==> src/rtl/core/stfla_pkg.sv <==
// Shared constants, codes and types for the slot table free list allocator.
package stfla_pkg;

  localparam int TABLE_ENTRIES = 64;
  localparam int IDX_W         = $clog2(TABLE_ENTRIES);
  localparam int LINK_W        = IDX_W + 1;
  localparam int SLOT_W        = 6;
  localparam int ADDR_W        = 64;

  localparam logic [LINK_W-1:0] HEAD_EMPTY = LINK_W'(TABLE_ENTRIES);
  localparam logic [LINK_W-1:0] FRESH_FULL = LINK_W'(TABLE_ENTRIES);

  localparam logic CMD_ALLOC = 1'b0;
  localparam logic CMD_FREE  = 1'b1;

  localparam logic STAT_DONE = 1'b0;
  localparam logic STAT_FULL = 1'b1;

  typedef enum logic {
    ST_IDLE,
    ST_EXEC
  } ctrl_state_t;

  // Requests from the controller to the slot store.
  typedef struct packed {
    logic              link_we;
    logic [IDX_W-1:0]  link_waddr;
    logic [LINK_W-1:0] link_wdata;
    logic              link_re;
    logic [IDX_W-1:0]  link_raddr;
    logic              addr_we;
    logic [IDX_W-1:0]  addr_waddr;
    logic [ADDR_W-1:0] addr_wdata;
  } mem_req_t;

  // Result handed to the output register.
  typedef struct packed {
    logic              valid;
    logic [SLOT_W-1:0] given_index;
    logic              status;
  } result_t;

endpackage

==> src/rtl/core/stfla_store.sv <==
// Slot store: free-list link memory and object address memory.
module stfla_store import stfla_pkg::*; (
  input  logic              clk,
  input  mem_req_t          req,
  output logic [LINK_W-1:0] link_rdata
);

  logic [LINK_W-1:0] link_mem [TABLE_ENTRIES];
  logic [ADDR_W-1:0] addr_mem [TABLE_ENTRIES];
  logic [LINK_W-1:0] link_rdata_r;

  always_ff @(posedge clk) begin
    if (req.link_we) begin
      link_mem[req.link_waddr] <= req.link_wdata;
    end
    if (req.link_re) begin
      link_rdata_r <= link_mem[req.link_raddr];
    end
  end

  always_ff @(posedge clk) begin
    if (req.addr_we) begin
      addr_mem[req.addr_waddr] <= req.addr_wdata;
    end
  end

  assign link_rdata = link_rdata_r;

endmodule

==> src/rtl/core/stfla_ctrl.sv <==
// Allocator control: item capture, head/fresh registers and commit sequencing.
module stfla_ctrl import stfla_pkg::*; (
  input  logic              clk,
  input  logic              rst_n,
  input  logic              in_valid,
  output logic              in_ready,
  input  logic              command,
  input  logic [ADDR_W-1:0] object_address,
  input  logic [SLOT_W-1:0] slot_index,
  input  logic              out_free,
  input  logic [LINK_W-1:0] link_rdata,
  output mem_req_t          req,
  output result_t           res
);

  ctrl_state_t       state_r, state_nxt;
  logic              cmd_r;
  logic [ADDR_W-1:0] addr_r;
  logic [SLOT_W-1:0] slot_r;
  logic [LINK_W-1:0] head_r, head_nxt;
  logic [LINK_W-1:0] fresh_r, fresh_nxt;

  logic              accept;
  logic              commit;
  logic              from_list;
  logic              from_fresh;
  logic              free_ok;
  logic [IDX_W-1:0]  alloc_idx;
  logic [LINK_W-1:0] popped_head;

  assign accept = in_valid && in_ready;
  assign commit = (state_r == ST_EXEC) && out_free;

  assign from_list   = (head_r != HEAD_EMPTY);
  assign from_fresh  = !from_list && (fresh_r != FRESH_FULL);
  assign alloc_idx   = from_list ? head_r[IDX_W-1:0] : fresh_r[IDX_W-1:0];
  // a link never exceeds the empty marker; clamp anyway
  assign popped_head = (link_rdata > HEAD_EMPTY) ? HEAD_EMPTY : link_rdata;
  assign free_ok     = (32'(slot_r) < 32'(TABLE_ENTRIES)) && (32'(slot_r) < 32'(fresh_r));

  // next state
  always_comb begin
    state_nxt = state_r;
    unique case (state_r)
      ST_IDLE: if (accept) state_nxt = ST_EXEC;
      ST_EXEC: if (out_free) state_nxt = ST_IDLE;
      default: state_nxt = ST_IDLE;
    endcase
  end

  // outputs
  always_comb begin
    in_ready        = (state_r == ST_IDLE);
    req             = '0;
    req.link_re     = accept;
    req.link_raddr  = head_r[IDX_W-1:0];
    req.addr_waddr  = alloc_idx;
    req.addr_wdata  = addr_r;
    req.link_waddr  = IDX_W'(slot_r);
    req.link_wdata  = head_r;
    res             = '0;
    head_nxt        = head_r;
    fresh_nxt       = fresh_r;
    if (commit) begin
      res.valid = 1'b1;
      if (cmd_r == CMD_ALLOC) begin
        if (from_list || from_fresh) begin
          req.addr_we     = 1'b1;
          res.given_index = SLOT_W'(alloc_idx);
          res.status      = STAT_DONE;
          if (from_list) begin
            head_nxt = popped_head;
          end else begin
            fresh_nxt = fresh_r + LINK_W'(1);
          end
        end else begin
          res.status = STAT_FULL;
        end
      end else begin
        res.status = STAT_DONE;
        if (free_ok) begin
          req.link_we = 1'b1;
          head_nxt    = LINK_W'(IDX_W'(slot_r));
        end
      end
    end
  end

  always_ff @(posedge clk) begin
    if (!rst_n) begin
      state_r <= ST_IDLE;
      head_r  <= HEAD_EMPTY;
      fresh_r <= '0;
    end else begin
      state_r <= state_nxt;
      head_r  <= head_nxt;
      fresh_r <= fresh_nxt;
    end
  end

  always_ff @(posedge clk) begin
    if (accept) begin
      cmd_r  <= command;
      addr_r <= object_address;
      slot_r <= slot_index;
    end
  end

endmodule

==> src/rtl/core/slot_table_free_list_allocator_core.sv <==
// Top level of the slot table free list allocator: controller, slot store, output register.
//
//  channel | direction | handshake            | word
//  --------+-----------+----------------------+------------------------------------------
//  in_     | input     | in_valid / in_ready  | command, object_address, slot_index
//  out_    | output    | out_valid / out_ready| given_index, status
//
// Each word is handled as an accept (link memory read of the free-list head
// issued at the same edge), then a commit once the output register can take the
// result; the link memory read is registered.
// Reset (rst_n, synchronous) empties the free list and the fresh counter; the
// memories need no clearing. A stalled output holds the commit back, but the
// next word is still accepted while a finished result waits in out_.
module slot_table_free_list_allocator_core import stfla_pkg::*; (
  input  logic              clk,
  input  logic              rst_n,
  input  logic              in_valid,
  output logic              in_ready,
  input  logic              in_command,
  input  logic [ADDR_W-1:0] in_object_address,
  input  logic [SLOT_W-1:0] in_slot_index,
  output logic              out_valid,
  input  logic              out_ready,
  output logic [SLOT_W-1:0] out_given_index,
  output logic              out_status
);

  mem_req_t          req;
  result_t           res;
  logic [LINK_W-1:0] link_rdata;
  logic              out_free;

  logic              out_valid_r;
  logic [SLOT_W-1:0] out_index_r;
  logic              out_status_r;

  // output register can take a new result when empty or draining this cycle
  assign out_free = !out_valid_r || out_ready;

  stfla_ctrl u_ctrl (
    .clk            (clk),
    .rst_n          (rst_n),
    .in_valid       (in_valid),
    .in_ready       (in_ready),
    .command        (in_command),
    .object_address (in_object_address),
    .slot_index     (in_slot_index),
    .out_free       (out_free),
    .link_rdata     (link_rdata),
    .req            (req),
    .res            (res)
  );

  stfla_store u_store (
    .clk        (clk),
    .req        (req),
    .link_rdata (link_rdata)
  );

  always_ff @(posedge clk) begin
    if (!rst_n) begin
      out_valid_r <= 1'b0;
    end else if (res.valid) begin
      out_valid_r <= 1'b1;
    end else if (out_ready) begin
      out_valid_r <= 1'b0;
    end
  end

  always_ff @(posedge clk) begin
    if (res.valid) begin
      out_index_r  <= res.given_index;
      out_status_r <= res.status;
    end
  end

  assign out_valid       = out_valid_r;
  assign out_given_index = out_index_r;
  assign out_status      = out_status_r;

endmodule

==> config.mk <==
export PLATFORM = sky130hd
export DESIGN_NAME = slot_table_free_list_allocator_core
export DESIGN_NICKNAME = d
export VERILOG_FILES = /design/src/rtl/core/stfla_pkg.sv /design/src/rtl/core/stfla_store.sv /design/src/rtl/core/stfla_ctrl.sv /design/src/rtl/core/slot_table_free_list_allocator_core.sv
export SDC_FILE = /design/constraint.sdc
export NUM_CORES = 1
export LEC_CHECK = 0
export BUFFER_PORTS_ARGS = -buffer_cell sky130_fd_sc_hd__buf_2
export CAP_MARGIN = 20
export CORE_ASPECT_RATIO = 1.2
export CORE_MARGIN = 4
export CORE_UTILIZATION = 35
export DETAILED_ROUTE_END_ITERATION = 6
export SYNTH_ARGS = -nofsm -noshare
export SYNTH_HDL_FRONTEND = slang
export SYNTH_HIERARCHICAL = 1
export SYNTH_SLANG_ARGS = --single-unit
==> constraint.sdc <==
create_clock -name clk -period 6.5 [get_ports clk]
set_input_delay 1.3 -clock clk [delete_from_list [all_inputs] [get_ports clk]]
set_output_delay 1.3 -clock clk [all_outputs]
set_load 0.05 [all_outputs]
=== Word level (Yosys, flattened, before mapping) ===
Memory sizes are Yosys's and may differ from the RTL's. A register that Yosys moved wholly into a read port is not among the register bits.
Cells that the tools add are included.
Widths: inputs -> output; s select.

* Bits in registers: 30
* RAM bits: 448
* Memories kept: 1
* Word-level logic and storage cells: 55

{| class="wikitable"
|+ Memory list
! name !! words !! bits a word !! rd ports !! clocked after memory_dff !! wr ports !! RTL line !! text
|-
| u_store.link_mem || 64 || 7 || 1 || 1 || 1 || stfla_store.sv:8 || <nowiki>logic [LINK_W-1:0] link_mem [TABLE_ENTRIES];</nowiki>
|}

* Bitwise gates (word level): 5
* Equal/unequal tests: 3
* Reductions and logical operators: 14
* $add $sub $neg: 1
* Muxes and demuxes: 21
* $lt $le $gt $ge: 2

{| class="wikitable"
|+ Operator list
! cell !! number
|-
| $mux 7 || 5
|-
| $mux 6 || 3
|-
| $ne 7x7->1 const B || 2
|-
| $mux 1 || 11
|-
| $mux 8 || 1
|-
| $reduce_and 4->1 || 2
|-
| $add 7x1->7 const B || 1
|-
| $gt 7x7->1 const B || 1
|-
| $lt 6x7->1 || 1
|-
| $reduce_bool 2->1 || 3
|-
| $not 1->1 || 5
|-
| $logic_and 1x1->1 || 3
|-
| $reduce_or 3->1 || 1
|-
| $logic_not 1->1 || 2
|-
| $logic_or 1x1->1 || 2
|-
| $ne 2x2->1 const B || 1
|-
| $pmux 1 s2 || 1
|-
| $reduce_or 2->1 || 1
|}

=== Logic depth before layout (Yosys ltp) ===
Gate-level depths: netlist (run 1).

* Depth after elaboration: 8
* Gate-level depth with buffers: 9
* Gate-level depth less buffers: 9

=== Cells and area by module ===
Netlist (run 1), hierarchy kept.

{| class="wikitable"
|+ By module, submodules not included
! module !! times used !! cells an instance !! seq. area each (um^2) !! area each (um^2)
|-
| stfla_store || 1 || 827 || 13663.1 || 17705.7
|-
| stfla_ctrl || 1 || 200 || 2432.3 || 3229.3
|-
| slot_table_free_list_allocator_core || 1 || 11 || 230.2 || 259.0
|}

=== Least setup slack after synthesis (run 1) ===
No wires, ideal clock.

* Path type: in2reg
* From: input port in_valid
* To: register u_store.link_rdata_r[0] (netlist: u_store/link_rdata[0]), read port of u_store.link_mem, enable pin
* Data required time: 6189 ps
* Setup time: 311 ps
* Stages on the path: 2
* Data arrival time: 4998 ps
* Setup slack: 1190 ps
* Cell sequence: nor2b_1 > buf_4

{| class="wikitable"
|+ RTL lines
! what !! RTL line !! text
|-
| start, declared || slot_table_free_list_allocator_core.sv:17 || <nowiki>input logic in_valid,</nowiki>
|-
| end, declared || stfla_store.sv:10 || <nowiki>logic [LINK_W-1:0] link_rdata_r;</nowiki>
|}

==> flow_summary.json, run 1 <==
{
  "status": "complete, no violations",
  "p_comb_share_pct": 5.0,
  "cts_tree": "done",
  "synth_area_um2": 19270,
  "clockBufferDepth": 3,
  "pin_count": 84,
  "slew_headroom_pct": 38.93,
  "fmax_mhz": 261.5,
  "ir_drop_mv": 0.1823,
  "n_antenna_cell": 0,
  "setup_viol": 0,
  "drive_gt1_share_pct": 22.49,
  "dieArea_um2": 58890,
  "viasPerCell": 5.335,
  "clkPwrFrac_pct": 40.9,
  "final_cell_count_no_fill": 1748,
  "grt_max_degree": 82,
  "gp_congestion": 0.8267,
  "path_clk_slew_ns": 0.06,
  "ant_nets": 0,
  "cp.required_ns": 6.67,
  "worstPathMaxFanout": 13,
  "start_kind": "input pin",
  "post-route-period-util_pct": 58.82,
  "cts_setup_buffers": 0,
  "worst_ep_arrival_time_ns": 4.00,
  "r2r_end": "u_store/link_mem[23][1]",
  "nets": 1081,
  "crit_path_end": "u_store/link_mem[23][1]",
  "hold_viol": 0,
  "cts_made_buffers": 46,
  "vias": 9325,
  "finalSetupTns_ns": 0,
  "drtPass1Iterations": 5,
  "post_drt_wl_per_cell_um": 22.56,
  "internal-power_w": 0.005114,
  "dp.final_hpwl_mm": 23.64,
  "fp.dieW_um": 222.2,
  "clk_latency_ns": 0.56,
  "rrSetupSlack_ns": 2.71,
  "path_class": "in -> reg",
  "cts-root-buf": "clkbuf_16",
  "syn-instance-count": 973,
  "portBuffers": 19,
  "drv_slew": 0,
  "cap_violations": 0,
  "ctsHoldBuffers": 0,
  "cts-resized-gates": 0,
  "drc": 0,
  "antenna_found_initial": 0,
  "power_density_nw_per_um2": 300.6,
  "endpoint_kind": "flip-flop",
  "ctsHtreeMaxLevel": 2,
  "avgSynthCellArea_um2": 19.80,
  "sw_frac_of_total_pct": 21.12,
  "grt_usage_pct": 13.26,
  "wl_mm": 39.43,
  "worstMarginPinSlew_ns": 0.9161,
  "grt_overflow": 0,
  "grt_pass1_vias": 9623,
  "fin_util_pct": 39.86,
  "yosysWarnings": 6,
  "reg2reg_depth": 7,
  "rsz0062_at_grt": "false",
  "start_util_pct": 35.61,
  "crit_path_start": "out_ready",
  "switchingPower_w": 0.001370,
  "leakage_nw": 6.937,
  "core_area_um2": 54110,
  "min_period_ns": 3.824,
  "drt_iter0_drc": 756,
  "grt_first_pass_wirelength_mm": 60.34,
  "min_path_type": "reg -> reg",
  "post-place-cells": 1663,
  "die_h_um": 265.0,
  "finClkSkew_ns": 0.02635,
  "clock-sinks": 485,
  "nFillCells": 4807,
  "syn-num-nets": 1055,
  "area_growth_pct": 11.94,
  "rows": 93,
  "r2r_start": "u_ctrl/slot_r[2]",
  "seq_power_share_pct": 54.1
}
-- routing by layer --
layer	track usage (%)	share of wire, %	vias up
met5	0	0	-
met4	5.449	3.9	0
met3	2.185	5.2	85
met2	21.71	49	293
met1	17.81	42	4893
li1	-	-	4054
-- how the worst min path moves through the flow --
stage	from	to	slack [ns]	cells after the start
4_1_cts	out_valid	out_valid	0.53	2
3_5_place_dp	out_valid	out_valid	0.52	2
5_1_grt	out_valid	out_valid	0.55	2
6_report	out_valid	out_valid	0.52	2
3_3_place_gp	out_valid	out_valid	0.51	2
2_1_floorplan	u_ctrl/fresh_r[3]	u_ctrl/fresh_r[3]	0.50	2
-- power by group through the flow --
stage / combinational, W / clock, W / sequential [W]
after floorplan: 0.000258 / 0 / 0.00354
after global placement: 0.000324 / 0 / 0.00357
after detailed placement: 0.000328 / 0 / 0.00358
after CTS: 0.000329 / 0.00272 / 0.00351
after global routing: 0.000350 / 0.00286 / 0.00351
final: 0.000324 / 0.00265 / 0.00351
-- stage by stage --
stage               cell area (um^2)  power [W]  hold WS, ns  setup slack, ns
finish                         21570   0.006484       0.5175            2.677
global route                   21570   0.006717       0.5478            2.521
CTS                            21570   0.006559       0.5299            2.720
detailed placement             20070   0.003904       0.5239            2.141
global placement               20060   0.003898       0.5104            2.209
floorplan                      19270   0.003800       0.5037            3.268
-- sequential cells by signal, summed over array words and instances, names as in the netlist --
name	cells
u_ctrl/cmd_r	1
u_ctrl/state_r	1
u_ctrl/head_r	7
u_store/link_rdata	7
out_status	1
out_given_index	6
u_store/link_mem	448
u_ctrl/slot_r	6
out_valid	1
u_ctrl/fresh_r	7
-- cells in the final DEF (no fill, tap or decap), types with 6 or more instances in the layout --
cell type	instances
a21o_1	8
a21oi_1	8
a221oi_1	6
a22oi_1	8
buf_2	21
buf_4	11
clkbuf_16	47
clkinv_1	12
clkinv_2	7
clkinvlp_4	6
dfxtp_1	9
edfxtp_1	469
ha_1	7
inv_1	11
mux2i_1	17
mux4_2	112
nand2_1	11
nand2b_1	8
nand3_1	11
nor2_1	85
nor2b_1	13
nor3_1	9
nor3b_1	10
o221ai_1	9
o22ai_1	12
o31ai_1	14
-- final cells by class --
class | instances | area, um^2 | share of cell area (%)
clock buffer | 52 | 1195 | 5.540
sequential | 485 | 14420 | 66.87
tap | 712 | 890.9 | 4.130
multi-input combinational | 420 | 4482 | 20.78
timing repair buffer | 34 | 227.7 | 1.056
inverter | 12 | 45.04 | 0.2088
clock inverter | 33 | 306.5 | 1.421
-- worst max-delay path, cell delays in order --
cell and delay (ns):
buf_2 0.08, nand2b_4 0.13, and2_2 0.27, o2111a_1 0.23, o21ai_2 0.12, clkinv_1 0.25, nand4_1 0.69, nor2_1 0.92
No activity file was read; power rests on OpenSTA's default activity.
==> run 2, diff against run 1 <==
--- a/config.mk
+++ b/config.mk
@@ -5,6 +5,7 @@
 export SDC_FILE = /design/constraint.sdc
 export NUM_CORES = 1
 export LEC_CHECK = 0
+export ABC_AREA = 1
 export BUFFER_PORTS_ARGS = -buffer_cell sky130_fd_sc_hd__buf_2
 export CAP_MARGIN = 20
 export CORE_ASPECT_RATIO = 1.2
==> constraint.sdc (replaced) <==
create_clock -name clk -period 3.7 [get_ports clk]
set_input_delay 0.74 -clock clk [delete_from_list [all_inputs] [get_ports clk]]
set_output_delay 0.74 -clock clk [all_outputs]
set_load 0.05 [all_outputs]
==> run 2 against run 1 <==
Net effect: clock power increased by 84%; register-to-register slack got worse by 2.1 ns; first-iteration DRC count increased by 44%; total power increased by 89%; via count increased by 41%; flip-flop and latch count unchanged; area after synthesis increased by 5.6%; critical path type is now reg -> reg; clock skew decreased by 0.011 ns; count of clock-buffer cells in the layout increased by 9; critical endpoint is now u_store/link_mem[57][0]; sequential share of layout area decreased by 3.5 points; largest cell class unchanged.
==> flow_summary.json, run 2 <==
{
  "grt_pass1_vias": 12667,
  "power_density_nw_per_um2": 537.7,
  "worstMarginPinSlew_ns": 1.081,
  "drtPass1Iterations": 5,
  "wl_mm": 46.28,
  "fin_area_um2": 22770,
  "n_antenna_cell": 0,
  "nets": 1907,
  "grt_first_pass_wirelength_mm": 72.39,
  "grt_max_degree": 180,
  "viasPerCell": 5.059,
  "final_cell_count_no_fill": 2599,
  "fp.dieW_um": 228.1,
  "min_period_ns": 3.104,
  "dieArea_um2": 62060,
  "vias": 13148,
  "drt_iter0_drc": 1087,
  "hold_start": "in_command",
  "portBuffers": 19,
  "post-place-cells": 2509,
  "syn-instance-count": 1814,
  "drv_slew": 0,
  "syn-num-nets": 1896,
  "path_clk_slew_ns": 0.06,
  "grt_usage_pct": 14.55,
  "cts-resized-gates": 0,
  "place_area_um2": 21200,
  "r2r_start": "u_ctrl/fresh_r[2]",
  "synth_area_um2": 20340,
  "path_class": "reg -> reg",
  "pre_cts_ws_ns": 0.5316,
  "area_growth_pct": 11.94,
  "cap_violations": 0,
  "cts-root-buf": "clkbuf_16",
  "regMostFlops": "u_store/link_mem",
  "ctsHtreeMaxLevel": 2,
  "clk_latency_ns": 0.58,
  "rsz0062_at_grt": "false",
  "ant_nets": 0,
  "grt_busiest_layer": "met2",
  "largest_register_ffs": 448,
  "clock-sinks": 485,
  "layout_common_cells": "614 x nand2_1, 469 x edfxtp_1, 404 x nand3_1",
  "antenna_found_initial": 0,
  "fin_util_pct": 39.66,
  "core_area_um2": 57420,
  "final_common_cell": "nand2_1",
  "avgSynthCellArea_um2": 11.21,
  "cts_made_buffers": 48,
  "gp_congestion": 0.8452,
  "post_drt_wl_per_cell_um": 17.81,
  "worstPathMaxFanout": 14,
  "grt_util_met1_pct": 18.94,
  "yosysWarnings": 6,
  "setup_ws_ns": 0.5958,
  "cp.required_ns": 3.91,
  "rows": 96,
  "endpoint_kind": "flip-flop",
  "slew_headroom_pct": 27.91,
  "die_h_um": 272.1,
  "drc": 0,
  "dp.final_hpwl_mm": 26.50,
  "pin_count": 84,
  "ir_drop_mv": 0.3352,
  "grtUsageMet2_pct": 25.17,
  "hold_viol": 0,
  "cts_setup_buffers": 0,
  "post-route-period-util_pct": 83.90,
  "worst_ep_arrival_time_ns": 3.32,
  "clockBufferDepth": 3,
  "grt_overflow": 0,
  "min_path_type": "in -> reg",
  "start_kind": "flip-flop",
  "fmax_mhz": 322.1,
  "finalSetupTns_ns": 0,
  "grt_util_met3_pct": 1.925,
  "cts_tree": "done",
  "status": "complete, no violations",
  "crit_path_start": "u_ctrl/fresh_r[2]",
  "setup_viol": 0,
  "ctsHoldBuffers": 0,
  "leakage_nw": 8.221,
  "start_util_pct": 35.43,
  "finClkSkew_ns": 0.01527,
  "drive_gt1_share_pct": 8.637
}
-- run 2: cell count changes in the layout (fill, tap and decap cells not counted), sizes merged, moves of 13 or more --
cell	previous run	this run
buf	34	72
inv	13	44
mux2i	17	0
mux4	112	0
nand2	11	617
nand3	12	407
nor2b	13	0
o31ai	14	0
-- run 2: stage by stage --
step / hold WS [ns] / power, W
final: 0.3264 / 0.01224
after global routing: 0.2978 / 0.01271
after CTS: 0.2866 / 0.01236
after detailed placement: 0.4954 / 0.007490
after global placement: 0.4779 / 0.007469
after floorplan: 0.4841 / 0.007136
-- run 2: power by group --
part	switching [W]	total [W]	internal, W
clock network	0.00202	0.00487	0.00285
logic	0.000836	0.00114	0.000306
registers	0.0000911	0.00623	0.00614
-- run 2: routing by layer --
layer  wire (um)  vias to the layer above
met4        1325                        0
met2       23020                      324
met3        2098                       87
met1       19840                     6397
met5           0                        -
li1            -                     6340
-- run 2: layout make-up --
class,instances,area [um^2]
fillers,5472,34640
flip-flops and latches,485,14420
multi-input cells,1176,5139
clock buffers,61,1271
well taps,735,919.6
repair buffers,72,555.5
clock inverters,28,295.3
inverters,42,168.9
-- run 2: worst paths after layout --
check / endpoint / slack, ns / cells past startpoint
worst min register to register: out_valid / 0.50 / 2
worst max register to register: u_store/link_mem[57][0] / 0.60 / 10
worst min-delay path: u_ctrl/cmd_r / 0.33 / 1
worst max-delay path: u_store/link_mem[57][0] / 0.60 / 10
-- run 2: critical path, stage by stage (launching register included) --
cell and delay (ns):
dfxtp_1 0.50, inv_1 0.12, ha_1 0.30, a21oi_1 0.15, nand2_1 0.08, nand2_1 0.07, nand2_2 0.18, inv_1 0.25
nand4_1 0.31, buf_4 0.28, nor2_1 0.49
==> run 3, diff against run 2 <==
==> constraint.sdc (replaced) <==
create_clock -name clk -period 2.5 [get_ports clk]
set_input_delay 0.5 -clock clk [delete_from_list [all_inputs] [get_ports clk]]
set_output_delay 0.5 -clock clk [all_outputs]
set_load 0.05 [all_outputs]
==> run 3 against run 2 <==
Net effect: non-clock buffer count is 65 higher; design area is 3.3% higher; die area stayed put; flip-flop and latch count stayed put; highest routed layer unchanged.
==> flow_summary.json, run 3 (synthesis gave the netlist of run 2 again) <==
{
  "status": "complete, no violations",
  "setup_ws_ns": 0.1527,
  "wl_met1_mm": 19.26,
  "rows": 96,
  "dp.final_hpwl_mm": 27.99,
  "vias": 13327,
  "regMostFlops": "u_store/link_mem",
  "drv_slew": 0,
  "dieArea_um2": 62060,
  "clockBufferDepth": 3,
  "fin_util_pct": 40.97,
  "min_period_ns": 2.347,
  "die_h_um": 272.1,
  "final_cell_count_no_fill": 2665,
  "clk_latency_ns": 0.58,
  "ir_drop_mv": 0.4322,
  "grt_max_degree": 83,
  "drtPass1Iterations": 5,
  "finClkSkew_ns": 0.01324,
  "rsz0062_at_grt": "false",
  "wl_mm": 46.29,
  "endpoint_kind": "flip-flop",
  "drt_iter0_drc": 1223,
  "worstPathMaxFanout": 9,
  "cts-resized-gates": 0,
  "met2_length_mm": 23.31,
  "nets": 1973,
  "fmax_mhz": 426.0,
  "worstMarginPinSlew_ns": 0.7474,
  "start_util_pct": 35.43,
  "drc": 0,
  "area_growth_pct": 15.63,
  "min_path_type": "in -> reg",
  "pre_cts_ws_ns": 0.1405,
  "portBuffers": 19,
  "antenna_found_initial": 0,
  "slew_headroom_pct": 50.17,
  "crit_buf_inv": 3,
  "grt_usage_pct": 14.67,
  "viasPerCell": 5.001,
  "largest_register_ffs": 448,
  "cp.required_ns": 2.79,
  "core_area_um2": 57420,
  "gp_congestion": 0.8318,
  "start_kind": "flip-flop",
  "power_density_nw_per_um2": 782.7,
  "cpPeakStageDelay_ns": 0.40,
  "pin_count": 84,
  "cp_cell_sequence": "ha_1 -> a21oi_1 -> nor2_1 -> nor2_2 -> nand2_2 -> inv_2 -> nand4_1 -> buf_4 -> nor2_1 -> buf_4",
  "ctsHtreeMaxLevel": 2,
  "path_clk_slew_ns": 0.06,
  "cts-root-buf": "clkbuf_16",
  "top_layer_used": "met4",
  "routed-wl-met3_mm": 2.171,
  "grt_first_pass_wirelength_mm": 72.45,
  "post-route-period-util_pct": 93.89,
  "clock-sinks": 485,
  "ctsHoldBuffers": 0,
  "cap_violations": 0,
  "leakage_nw": 8.658,
  "post-place-cells": 2575,
  "worst_ep_arrival_time_ns": 2.64,
  "grt_overflow": 0,
  "grt_pass1_vias": 12893,
  "cts_setup_buffers": 0,
  "n_antenna_cell": 0,
  "cts_tree": "done",
  "setup_viol": 0,
  "post_drt_wl_per_cell_um": 17.37,
  "final_common_cell": "nand2_1",
  "path_class": "reg -> reg",
  "slowest_stage": "edfxtp_1",
  "fp.dieW_um": 228.1,
  "critPathTopFamily": "simple AND/OR/NAND/NOR gates",
  "drive_gt1_share_pct": 12.64,
  "cts_made_buffers": 49,
  "layout_common_cells": "614 x nand2_1, 469 x edfxtp_1, 404 x nand3_1",
  "hold_viol": 0,
  "ant_nets": 0
}
## run 3: worst reg2reg max path, cell delays in order, from the launching register on
cell and delay [ns]:
edfxtp_1 0.40, ha_1 0.35, a21oi_1 0.14, nor2_1 0.07, nor2_2 0.11, nand2_2 0.08
inv_2 0.14, nand4_1 0.19, buf_4 0.22, nor2_1 0.15, buf_4 0.20
## run 3: final timing paths
kind | start | endpoint | slack, ns | cells past startpoint
worst min register to register | out_valid | out_valid | 0.50 | 2
worst max register to register | u_ctrl/slot_r[5] | u_store/link_mem[6][5] | 0.15 | 10
worst min-delay path | in_command | u_ctrl/cmd_r | 0.1 | 1
worst max-delay path | u_ctrl/slot_r[5] | u_store/link_mem[6][5] | 0.15 | 10
## run 3: where the power goes
| part | internal (W) | total (W) | switching [W] |
|---|---|---|---|
| combinational | 0.000519 | 0.00183 | 0.00131 |
| sequential | 0.00908 | 0.00916 | 0.0000813 |
| clock | 0.00445 | 0.00742 | 0.00298 |
| total | 0.0140 | 0.0184 | 0.00437 |
## run 3: through the flow
step                      power, W  setup TNS, ns  hold slack (ns)  area [um^2]
after floorplan            0.01057         -16.27           0.4837        20410
after global placement     0.01114              0           0.4825        21880
after detailed placement   0.01117              0           0.4864        21880
after CTS                  0.01861              0          0.05598        23520
after global routing       0.01913              0          0.06477        23520
final                      0.01841              0          0.09548        23520
## run 3: cell type report
type                    count  area, um^2
fillers                  5323       33890
well taps                 735       919.6
inverters                  42       168.9
flip-flops and latches    485       14420
clock buffers              59        1306
repair buffers            137        1169
clock inverters            31       337.8
multi-input cells        1176        5197
## run 3: layer usage
| metal | track usage (%) | vias up |
|---|---|---|
| met5 | 0 | - |
| met4 | 5.803 | 0 |
| met3 | 1.935 | 98 |
| met2 | 25.33 | 339 |
| met1 | 18.81 | 6423 |
| li1 | - | 6467 |
